**config.mk**
```make
export PLATFORM = sky130hd
export DESIGN_NAME = accumulator_arith_unit
export DESIGN_NICKNAME = d
export VERILOG_FILES = /design/src/rtl/aau_pkg.sv /design/src/rtl/aau_ctrl.sv /design/src/rtl/aau_datapath.sv /design/src/rtl/accumulator_arith_unit.sv
export SDC_FILE = /design/constraint.sdc
export NUM_CORES = 2
export LEC_CHECK = 0
export BUFFER_PORTS_ARGS = -buffer_cell sky130_fd_sc_hd__buf_2
export CORE_AREA = 5 5 332 334
export DETAILED_ROUTE_END_ITERATION = 16
export DIE_AREA = 0 0 337 339
export HOLD_SLACK_MARGIN = 0.06
export MAX_ROUTING_LAYER = met4
export PLACE_DENSITY = 0.7
export SYNTH_ARGS = -nofsm -noshare
export SYNTH_HDL_FRONTEND = slang
export SYNTH_SLANG_ARGS = --single-unit
```
**constraint.sdc**
```tcl
create_clock -name clock -period 10.4 [get_ports clock]
set_clock_uncertainty 0.15 [all_clocks]
set_input_delay 2.08 -clock clock [delete_from_list [all_inputs] [get_ports clock]]
set_output_delay 2.08 -clock clock [all_outputs]
set_load 0.02 [all_outputs]
```
**src/rtl/aau_pkg.sv**
```systemverilog
// Shared types, codes and constants of the accumulator arithmetic unit.
package aau_pkg;

   localparam int AAU_MAX_POWER_STEPS = 255;
   localparam int AAU_FRAC_BITS       = 16;

   localparam logic [31:0] AAU_S32_MAX = 32'h7FFF_FFFF;
   localparam logic [31:0] AAU_S32_MIN = 32'h8000_0000;

   typedef enum logic [2:0] {
      OP_ADD = 3'd0,
      OP_SUB = 3'd1,
      OP_MUL = 3'd2,
      OP_DIV = 3'd3,
      OP_POW = 3'd4
   } aau_op_type;

   typedef enum logic [2:0] {
      ST_IDLE,
      ST_MUL_PROD,
      ST_MUL_SAT,
      ST_DIV_RUN,
      ST_DIV_SAT,
      ST_FINISH
   } aau_state_type;

   typedef struct packed {
      logic [2:0]         op;
      logic signed [31:0] operand;
   } aau_req_type;

   typedef struct packed {
      logic signed [31:0] result;
      logic               overflow;
      logic               div_zero;
   } aau_rsp_type;

   typedef struct packed {
      logic load;
      logic mul_prod;
      logic mul_sat;
      logic div_step;
      logic div_sat;
      logic out_load;
   } aau_cmd_type;

   typedef struct packed {
      logic cnt_zero;
      logic opd_zero;
   } aau_status_type;

endpackage

```
**src/rtl/aau_ctrl.sv**
```systemverilog
// Sequencing state machine of the accumulator arithmetic unit.
module aau_ctrl import aau_pkg::*; (
   input  logic           clock,
   input  logic           reset,
   input  logic           req_valid,
   input  logic [2:0]     req_op,
   input  logic           rsp_stall,
   input  aau_status_type status,
   output logic           req_stall,
   output logic           rsp_valid,
   output aau_cmd_type    cmd
);

   aau_state_type state_ff, state_in;
   logic          rsp_valid_ff, rsp_valid_in;
   logic          out_free;

   assign out_free = !rsp_valid_ff || !rsp_stall;

   always_comb begin
      state_in = state_ff;
      unique case (state_ff)
         ST_IDLE: begin
            if (req_valid) begin
               case (req_op) inside
                  OP_MUL, OP_POW: state_in = ST_MUL_PROD;
                  OP_DIV:         state_in = status.opd_zero ? ST_FINISH : ST_DIV_RUN;
                  default:        state_in = ST_FINISH;
               endcase
            end
         end
         ST_MUL_PROD: state_in = status.cnt_zero ? ST_FINISH : ST_MUL_SAT;
         ST_MUL_SAT:  state_in = ST_MUL_PROD;
         ST_DIV_RUN:  state_in = status.cnt_zero ? ST_DIV_SAT : ST_DIV_RUN;
         ST_DIV_SAT:  state_in = ST_FINISH;
         ST_FINISH: begin
            if (out_free) state_in = ST_IDLE;
         end
         default:     state_in = ST_IDLE;
      endcase
   end

   always_comb begin
      cmd       = '0;
      req_stall = 1'b1;
      unique case (state_ff)
         ST_IDLE: begin
            req_stall = 1'b0;
            cmd.load  = req_valid;
         end
         ST_MUL_PROD: cmd.mul_prod = !status.cnt_zero;
         ST_MUL_SAT:  cmd.mul_sat  = 1'b1;
         ST_DIV_RUN:  cmd.div_step = !status.cnt_zero;
         ST_DIV_SAT:  cmd.div_sat  = 1'b1;
         ST_FINISH:   cmd.out_load = out_free;
         default:     cmd = '0;
      endcase
   end

   always_comb begin
      rsp_valid_in = rsp_valid_ff && rsp_stall;
      if (cmd.out_load) rsp_valid_in = 1'b1;
   end

   always_ff @(posedge clock) begin
      if (reset) begin
         state_ff     <= ST_IDLE;
         rsp_valid_ff <= 1'b0;
      end else begin
         state_ff     <= state_in;
         rsp_valid_ff <= rsp_valid_in;
      end
   end

   assign rsp_valid = rsp_valid_ff;

endmodule

```
**src/rtl/aau_datapath.sv**
```systemverilog
// Accumulator, multiplier, serial divider and result register.
module aau_datapath import aau_pkg::*; #(
   parameter int MAX_POWER_STEPS = AAU_MAX_POWER_STEPS,
   parameter int FRAC_BITS       = AAU_FRAC_BITS
) (
   input  logic           clock,
   input  logic           reset,
   input  aau_req_type    req_data,
   input  aau_cmd_type    cmd,
   output aau_status_type status,
   output aau_rsp_type    rsp_data
);

   localparam int NUM_W   = 32 + FRAC_BITS;
   localparam int PCNT_W  = $clog2(MAX_POWER_STEPS + 1);
   localparam int DCNT_W  = $clog2(NUM_W + 1);
   localparam int CNT_W   = (PCNT_W > DCNT_W) ? PCNT_W : DCNT_W;
   localparam logic [31:0] ONE_FX    = 32'(1) << FRAC_BITS;
   localparam logic [31:0] MAX_STEPS = 32'(MAX_POWER_STEPS);

   function automatic logic [31:0] mag32(input logic [31:0] v);
      return v[31] ? (~v + 32'd1) : v;
   endfunction

   // {saturated, value}
   function automatic logic [32:0] sat_signed(input logic [63:0] mag, input logic neg);
      logic [32:0] res;
      if (neg) begin
         if (mag > 64'h0000_0000_8000_0000) res = {1'b1, AAU_S32_MIN};
         else                               res = {1'b0, ~mag[31:0] + 32'd1};
      end else begin
         if (mag > 64'h0000_0000_7FFF_FFFF) res = {1'b1, AAU_S32_MAX};
         else                               res = {1'b0, mag[31:0]};
      end
      return res;
   endfunction

   logic [31:0]      acc_ff, acc_in;
   logic [31:0]      r_ff, r_in;
   logic [31:0]      mfac_ff, mfac_in;
   logic [63:0]      prod_ff, prod_in;
   logic             neg_ff, neg_in;
   logic [31:0]      rem_ff, rem_in;
   logic [NUM_W-1:0] num_ff, num_in;
   logic [NUM_W-1:0] quo_ff, quo_in;
   logic [CNT_W-1:0] cnt_ff, cnt_in;
   logic             ov_ff, ov_in;
   logic             dz_ff, dz_in;
   aau_rsp_type      rsp_ff, rsp_in;

   logic [31:0]      opd;
   logic [32:0]      sum_w;
   logic [63:0]      prod_w;
   logic [32:0]      mul_res;
   logic [32:0]      div_res;
   logic [32:0]      rem_sh;
   logic [32:0]      rem_diff;
   logic             q_bit;
   logic [31:0]      n_full;
   logic [CNT_W-1:0] pow_cnt;

   assign opd = req_data.operand;

   always_comb begin
      if (req_data.op == OP_SUB) sum_w = {acc_ff[31], acc_ff} - {opd[31], opd};
      else                       sum_w = {acc_ff[31], acc_ff} + {opd[31], opd};
   end

   assign prod_w  = {32'd0, mag32(r_ff)} * {32'd0, mag32(mfac_ff)};
   assign mul_res = sat_signed(prod_ff >> FRAC_BITS, neg_ff);
   assign div_res = sat_signed(64'(quo_ff), neg_ff);

   // restoring divide, one quotient bit per cycle
   assign rem_sh   = {rem_ff, num_ff[NUM_W-1]};
   assign rem_diff = rem_sh - {1'b0, mfac_ff};
   assign q_bit    = (rem_sh >= {1'b0, mfac_ff});

   // steps = ceil(e) - 1 for e above one, clamped
   assign n_full = (opd - 32'd1) >> FRAC_BITS;
   always_comb begin
      if (opd[31] || (opd <= ONE_FX)) pow_cnt = '0;
      else if (n_full > MAX_STEPS)    pow_cnt = CNT_W'(MAX_POWER_STEPS);
      else                            pow_cnt = CNT_W'(n_full);
   end

   always_comb begin
      acc_in  = acc_ff;
      r_in    = r_ff;
      mfac_in = mfac_ff;
      prod_in = prod_ff;
      neg_in  = neg_ff;
      rem_in  = rem_ff;
      num_in  = num_ff;
      quo_in  = quo_ff;
      cnt_in  = cnt_ff;
      ov_in   = ov_ff;
      dz_in   = dz_ff;
      rsp_in  = rsp_ff;

      if (cmd.load) begin
         ov_in = 1'b0;
         dz_in = 1'b0;
         r_in  = acc_ff;
         unique case (req_data.op) inside
            OP_ADD, OP_SUB: begin
               if (sum_w[32] != sum_w[31]) begin
                  ov_in = 1'b1;
                  r_in  = sum_w[32] ? AAU_S32_MIN : AAU_S32_MAX;
               end else begin
                  r_in  = sum_w[31:0];
               end
            end
            OP_MUL: begin
               mfac_in = opd;
               cnt_in  = CNT_W'(1);
            end
            OP_DIV: begin
               if (opd == '0) begin
                  dz_in = 1'b1;
                  if (acc_ff == '0)   r_in = '0;
                  else if (acc_ff[31]) r_in = AAU_S32_MIN;
                  else                r_in = AAU_S32_MAX;
               end else begin
                  num_in  = NUM_W'(mag32(acc_ff)) << FRAC_BITS;
                  mfac_in = mag32(opd);
                  rem_in  = '0;
                  quo_in  = '0;
                  neg_in  = acc_ff[31] ^ opd[31];
                  cnt_in  = CNT_W'(NUM_W);
               end
            end
            OP_POW: begin
               mfac_in = acc_ff;
               cnt_in  = pow_cnt;
            end
            default: r_in = acc_ff;
         endcase
      end

      if (cmd.mul_prod) begin
         prod_in = prod_w;
         neg_in  = r_ff[31] ^ mfac_ff[31];
      end

      if (cmd.mul_sat) begin
         r_in   = mul_res[31:0];
         ov_in  = ov_ff | mul_res[32];
         cnt_in = cnt_ff - CNT_W'(1);
      end

      if (cmd.div_step) begin
         rem_in = q_bit ? rem_diff[31:0] : rem_sh[31:0];
         quo_in = {quo_ff[NUM_W-2:0], q_bit};
         num_in = num_ff << 1;
         cnt_in = cnt_ff - CNT_W'(1);
      end

      if (cmd.div_sat) begin
         r_in  = div_res[31:0];
         ov_in = ov_ff | div_res[32];
      end

      if (cmd.out_load) begin
         acc_in          = r_ff;
         rsp_in.result   = r_ff;
         rsp_in.overflow = ov_ff;
         rsp_in.div_zero = dz_ff;
      end
   end

   always_ff @(posedge clock) begin
      if (reset) begin
         acc_ff <= '0;
         cnt_ff <= '0;
      end else begin
         acc_ff <= acc_in;
         cnt_ff <= cnt_in;
      end
   end

   always_ff @(posedge clock) begin
      r_ff    <= r_in;
      mfac_ff <= mfac_in;
      prod_ff <= prod_in;
      neg_ff  <= neg_in;
      rem_ff  <= rem_in;
      num_ff  <= num_in;
      quo_ff  <= quo_in;
      ov_ff   <= ov_in;
      dz_ff   <= dz_in;
      rsp_ff  <= rsp_in;
   end

   assign status.cnt_zero = (cnt_ff == '0);
   assign status.opd_zero = (opd == '0);
   assign rsp_data        = rsp_ff;

endmodule

```
**src/rtl/accumulator_arith_unit.sv**
```systemverilog
// Add, subtract, unused codes and a zero divisor finish without a multiply or divide step;
// power runs a multiply and saturate step per clamped step (multiply runs one), and divide runs
// the serial divider, one quotient bit per cycle, before its saturate step.
// One item at a time: the next input transfer is taken the cycle after the result register loads.
// Synchronous active-high reset clears the accumulator to zero and empties the result register.
// Top level: ties the sequencer to the accumulator datapath.
module accumulator_arith_unit import aau_pkg::*; #(
   parameter int MAX_POWER_STEPS = AAU_MAX_POWER_STEPS,
   parameter int FRAC_BITS       = AAU_FRAC_BITS
) (
   input  logic        clock,
   input  logic        reset,
   // input channel: operation and operand
   input  logic        req_valid,
   output logic        req_stall,
   input  aau_req_type req_data,
   // result channel: new accumulator value and flags
   output logic        rsp_valid,
   input  logic        rsp_stall,
   output aau_rsp_type rsp_data
);

   aau_cmd_type    cmd;
   aau_status_type status;

   // Sequencer: picks the path per operation, steps multiply and divide until the datapath's counter
   // reaches zero and holds a finished item until the result register is free.
   aau_ctrl u_ctrl (
      .clock     (clock),
      .reset     (reset),
      .req_valid (req_valid),
      .req_op    (req_data.op),
      .rsp_stall (rsp_stall),
      .status    (status),
      .req_stall (req_stall),
      .rsp_valid (rsp_valid),
      .cmd       (cmd)
   );

   // Datapath: accumulator, 32x32 magnitude multiplier with a registered product,
   // restoring divider and saturation; the accumulator is written when the result loads.
   aau_datapath #(
      .MAX_POWER_STEPS (MAX_POWER_STEPS),
      .FRAC_BITS       (FRAC_BITS)
   ) u_datapath (
      .clock    (clock),
      .reset    (reset),
      .req_data (req_data),
      .cmd      (cmd),
      .status   (status),
      .rsp_data (rsp_data)
   );

endmodule

```
==> metrics.txt <==
clk root buf=clkbuf_16; cells on worst reg2reg path=32; global-route wire length before repair=279,000 µm; #FFs+latches synth=305; syn nets=7,330; arrival time at the worst endpoint=10.38 ns; largest net degree at the start of global routing=93; Fillers=9,727; f_max=0.0977 GHz; Synth top area share=34.0%; final HPWL from detailed placement=between 100,000 and 150,000 µm; delay-heaviest family, CP=adder cells; Final setup viols=0; H-tree depth=2; Post-Synthesis Cell Area=0.0529 mm²; Multi-input gate area=0.0398 mm²; Die X=337 µm; Worst Hold Launch=u_datapath.ov_ff$_DFFE_PP_; Netlist cell types=between 90 and 100; Synth warnings=0; Hold Vio Cnt, Final=0; Initial Util=between 40 and 50%; Crit Path Category=reg -> reg; Slowest cell on crit path=fa_1; Least-Margin Pin Slew=1.26 ns; DR DRC count=0; Req. time, crit path=10.54 ns; crit end category=flip-flop; global route overflow=0; fin crit period=10.23 ns; Hold Crit Depth=0; number of global-route vias before repair=between 40,000 and 50,000; # IOs=75; Hold EP=u_datapath.rsp_data[1]$_DFFE_PP_; CP max FO=9; gr usage total=33.1%; Hold Path Class=reg -> reg; CP Launch Type=flip-flop; Core Footprint=0.107 mm²; post-placement worst setup slack=-0.209 ns; WL/cell=24.3 µm; post-placement cell area=0.0560 mm²; reg-to-reg critical path endpoint=u_datapath.prod_ff[50]$_DFFE_PP_; ys flop type=edfxtp_1; Period Utilization, post-route=98.4%; Worst Path Buf+Inv=5; Pins Over Slew Limit=0; later-pin clock latency in the skew report=0.59 ns; setup_tns=0 ns; Detailed Route WL=184,000 µm; unrepaired setup endpoints after global routing=yes; Yosys top cell by area=fa_1; RePlAce Congestion=~1.0; outcome=finished clean; share of cells above drive strength 1=9.05%; Commonest cells post-synth=1,034 x inv_1, 897 x fa_1, 791 x nor2_1; drt first pass iters=8; clock buffer depth=3; post-synthesis sequential area ratio=roughly 16%; worst reg2reg path startpoint=u_datapath.mfac_ff[5]$_DFFE_PP_; Design Area, Final=0.0578 mm²; height of the die=between 300 and 400 µm; 1st-iter DRT viols=4,863; die area=~0.11 mm²; count leader, synth=inv_1; CTS tree=yes; routed via count=about 45,000; Max Cap Violations=0; CP peak stage delay=0.58 ns; Routed Antenna Nets=0; max_slew headroom=15.6%; Area Growth Syn to Fin=9.34%; Clock Sinks=between 300 and 400; Clock transition at path regs=0.06 ns; crit path launch=u_datapath.mfac_ff[5]$_DFFE_PP_; r2r setup slk=0.17 ns; Post-Syn Instances=6,061; drt via density=5.91; largest cells by area after synthesis=fa_1 34%, edfxtp_1 15%, ha_1 7.9%, inv_1 7.3%, nor2_1 5.6%; FFs w/ async S/R, synth=0%; CP most frequent cell=fa_1; Avg Inst Size Synth=between 8 and 9 µm²; Post-synth EDFFs=261; TritonCTS Buffers=35; Final WS setup=0.167 ns; final net count=between 7,000 and 8,000; PortBufs=74; cell row count=120; Seq. cell area=0.00872 mm²; initial antenna violation count=3
## final cells by class
| cell class | count | area share [%] |
|---|---|---|
| well taps | 1403 | 3.04 |
| multi-input cells | 4410 | 68.8 |
| diodes | 3 | 0.0130 |
| clock inverters | 18 | 0.509 |
| repair buffers | 332 | 4.15 |
| inverters | 1034 | 6.72 |
| clock buffers | 46 | 1.66 |
| flip-flops and latches | 305 | 15.1 |
## state kept, by name, summed over array words and instances (netlist names)
name                 count
u_datapath.prod_ff      48
u_datapath.ov_ff         1
u_datapath.rem_ff       32
u_datapath.cnt_ff        8
u_datapath.num_ff       32
u_datapath.mfac_ff      32
u_ctrl.rsp_valid         1
u_datapath.neg_ff        1
u_ctrl.state_ff          3
u_datapath.quo_ff       48
u_datapath.rsp_data     34
u_datapath.dz_ff         1
u_datapath.acc_ff       32
u_datapath.r_ff         32
## how the worst max path moves through the flow
stage	end	slack, ns	cells after the start
global route	u_datapath.prod_ff[50]$_DFFE_PP_	-0.11	31
CTS	u_datapath.prod_ff[63]$_DFFE_PP_	0.02	31
floorplan	u_datapath.prod_ff[63]$_DFFE_PP_	0.56	36
detailed placement	u_datapath.prod_ff[53]$_DFFE_PP_	-0.21	31
finish	u_datapath.prod_ff[50]$_DFFE_PP_	0.17	32
global placement	u_datapath.prod_ff[53]$_DFFE_PP_	-0.21	31
## placed cells by master (no fill, tap or decap), types with 82 or more instances in the layout
| cell | n |
|---|---|
| a21oi_1 | 286 |
| inv_1 | 1030 |
| nor2_1 | 784 |
| ha_1 | 327 |
| o21ai_0 | 175 |
| nor3_1 | 82 |
| xor2_1 | 84 |
| xnor2_1 | 150 |
| edfxtp_1 | 261 |
| nand2_1 | 746 |
| fa_1 | 887 |
| buf_4 | 241 |
## routing by layer
layer / wire [µm] / part of all wire (%) / track usage, %
met1: 70500 / 38 / 43.5
met2: 79700 / 43 / 48.3
met3: 23400 / 13 / 9.74
met4: 10200 / 5.5 / 13.7
met5: 0 / 0 / -
## logic make-up after synthesis
| group | after synthesis | synth area share, % |
|---|---|---|
| buf+inv | 1346 | 9.63 |
| flops | 305 | 16.5 |
| xor+xnor | 283 | 4.70 |
| fa+ha+maj | 1230 | 41.9 |
| mux | 24 | 0.454 |
| compound gates | 876 | 10.5 |
| simple gates | 1997 | 16.4 |
## through the flow
stage	hold slack [ns]	util, %	cells
2_1_floorplan	0.250	-	6061
3_3_place_gp	0.354	52.5	7462
3_5_place_dp	0.351	52.5	7462
4_1_cts	0.358	53.7	7526
5_1_grt	0.357	54.2	7551
6_report	0.348	54.2	7551
## worst reg2reg max path: cells and delay by family, from the launching register on
| family | cells | cell delay (ns) |
|---|---|---|
| adders and majority gates | 9 | 4.33 |
| AOI/OAI and AO/OA | 6 | 1.34 |
| DFF | 1 | 0.45 |
| buffers and inverters | 5 | 0.61 |
| xor gates and xnor gates | 2 | 0.35 |
| and+or+nand+nor | 10 | 2.72 |
## timing repair
item | 4_1_cts | 5_1_grt
pin swaps | 0 | 30
resized for setup | 7 | 90
endpoints found under the setup margin | 10 | 21
buffers inserted | 0 | 20
cloned | 0 | 2
hold buffers | 0 | 0
Power is not shown: default switching activity piles up to over one toggle a cycle in this logic, so the estimate is an artifact.
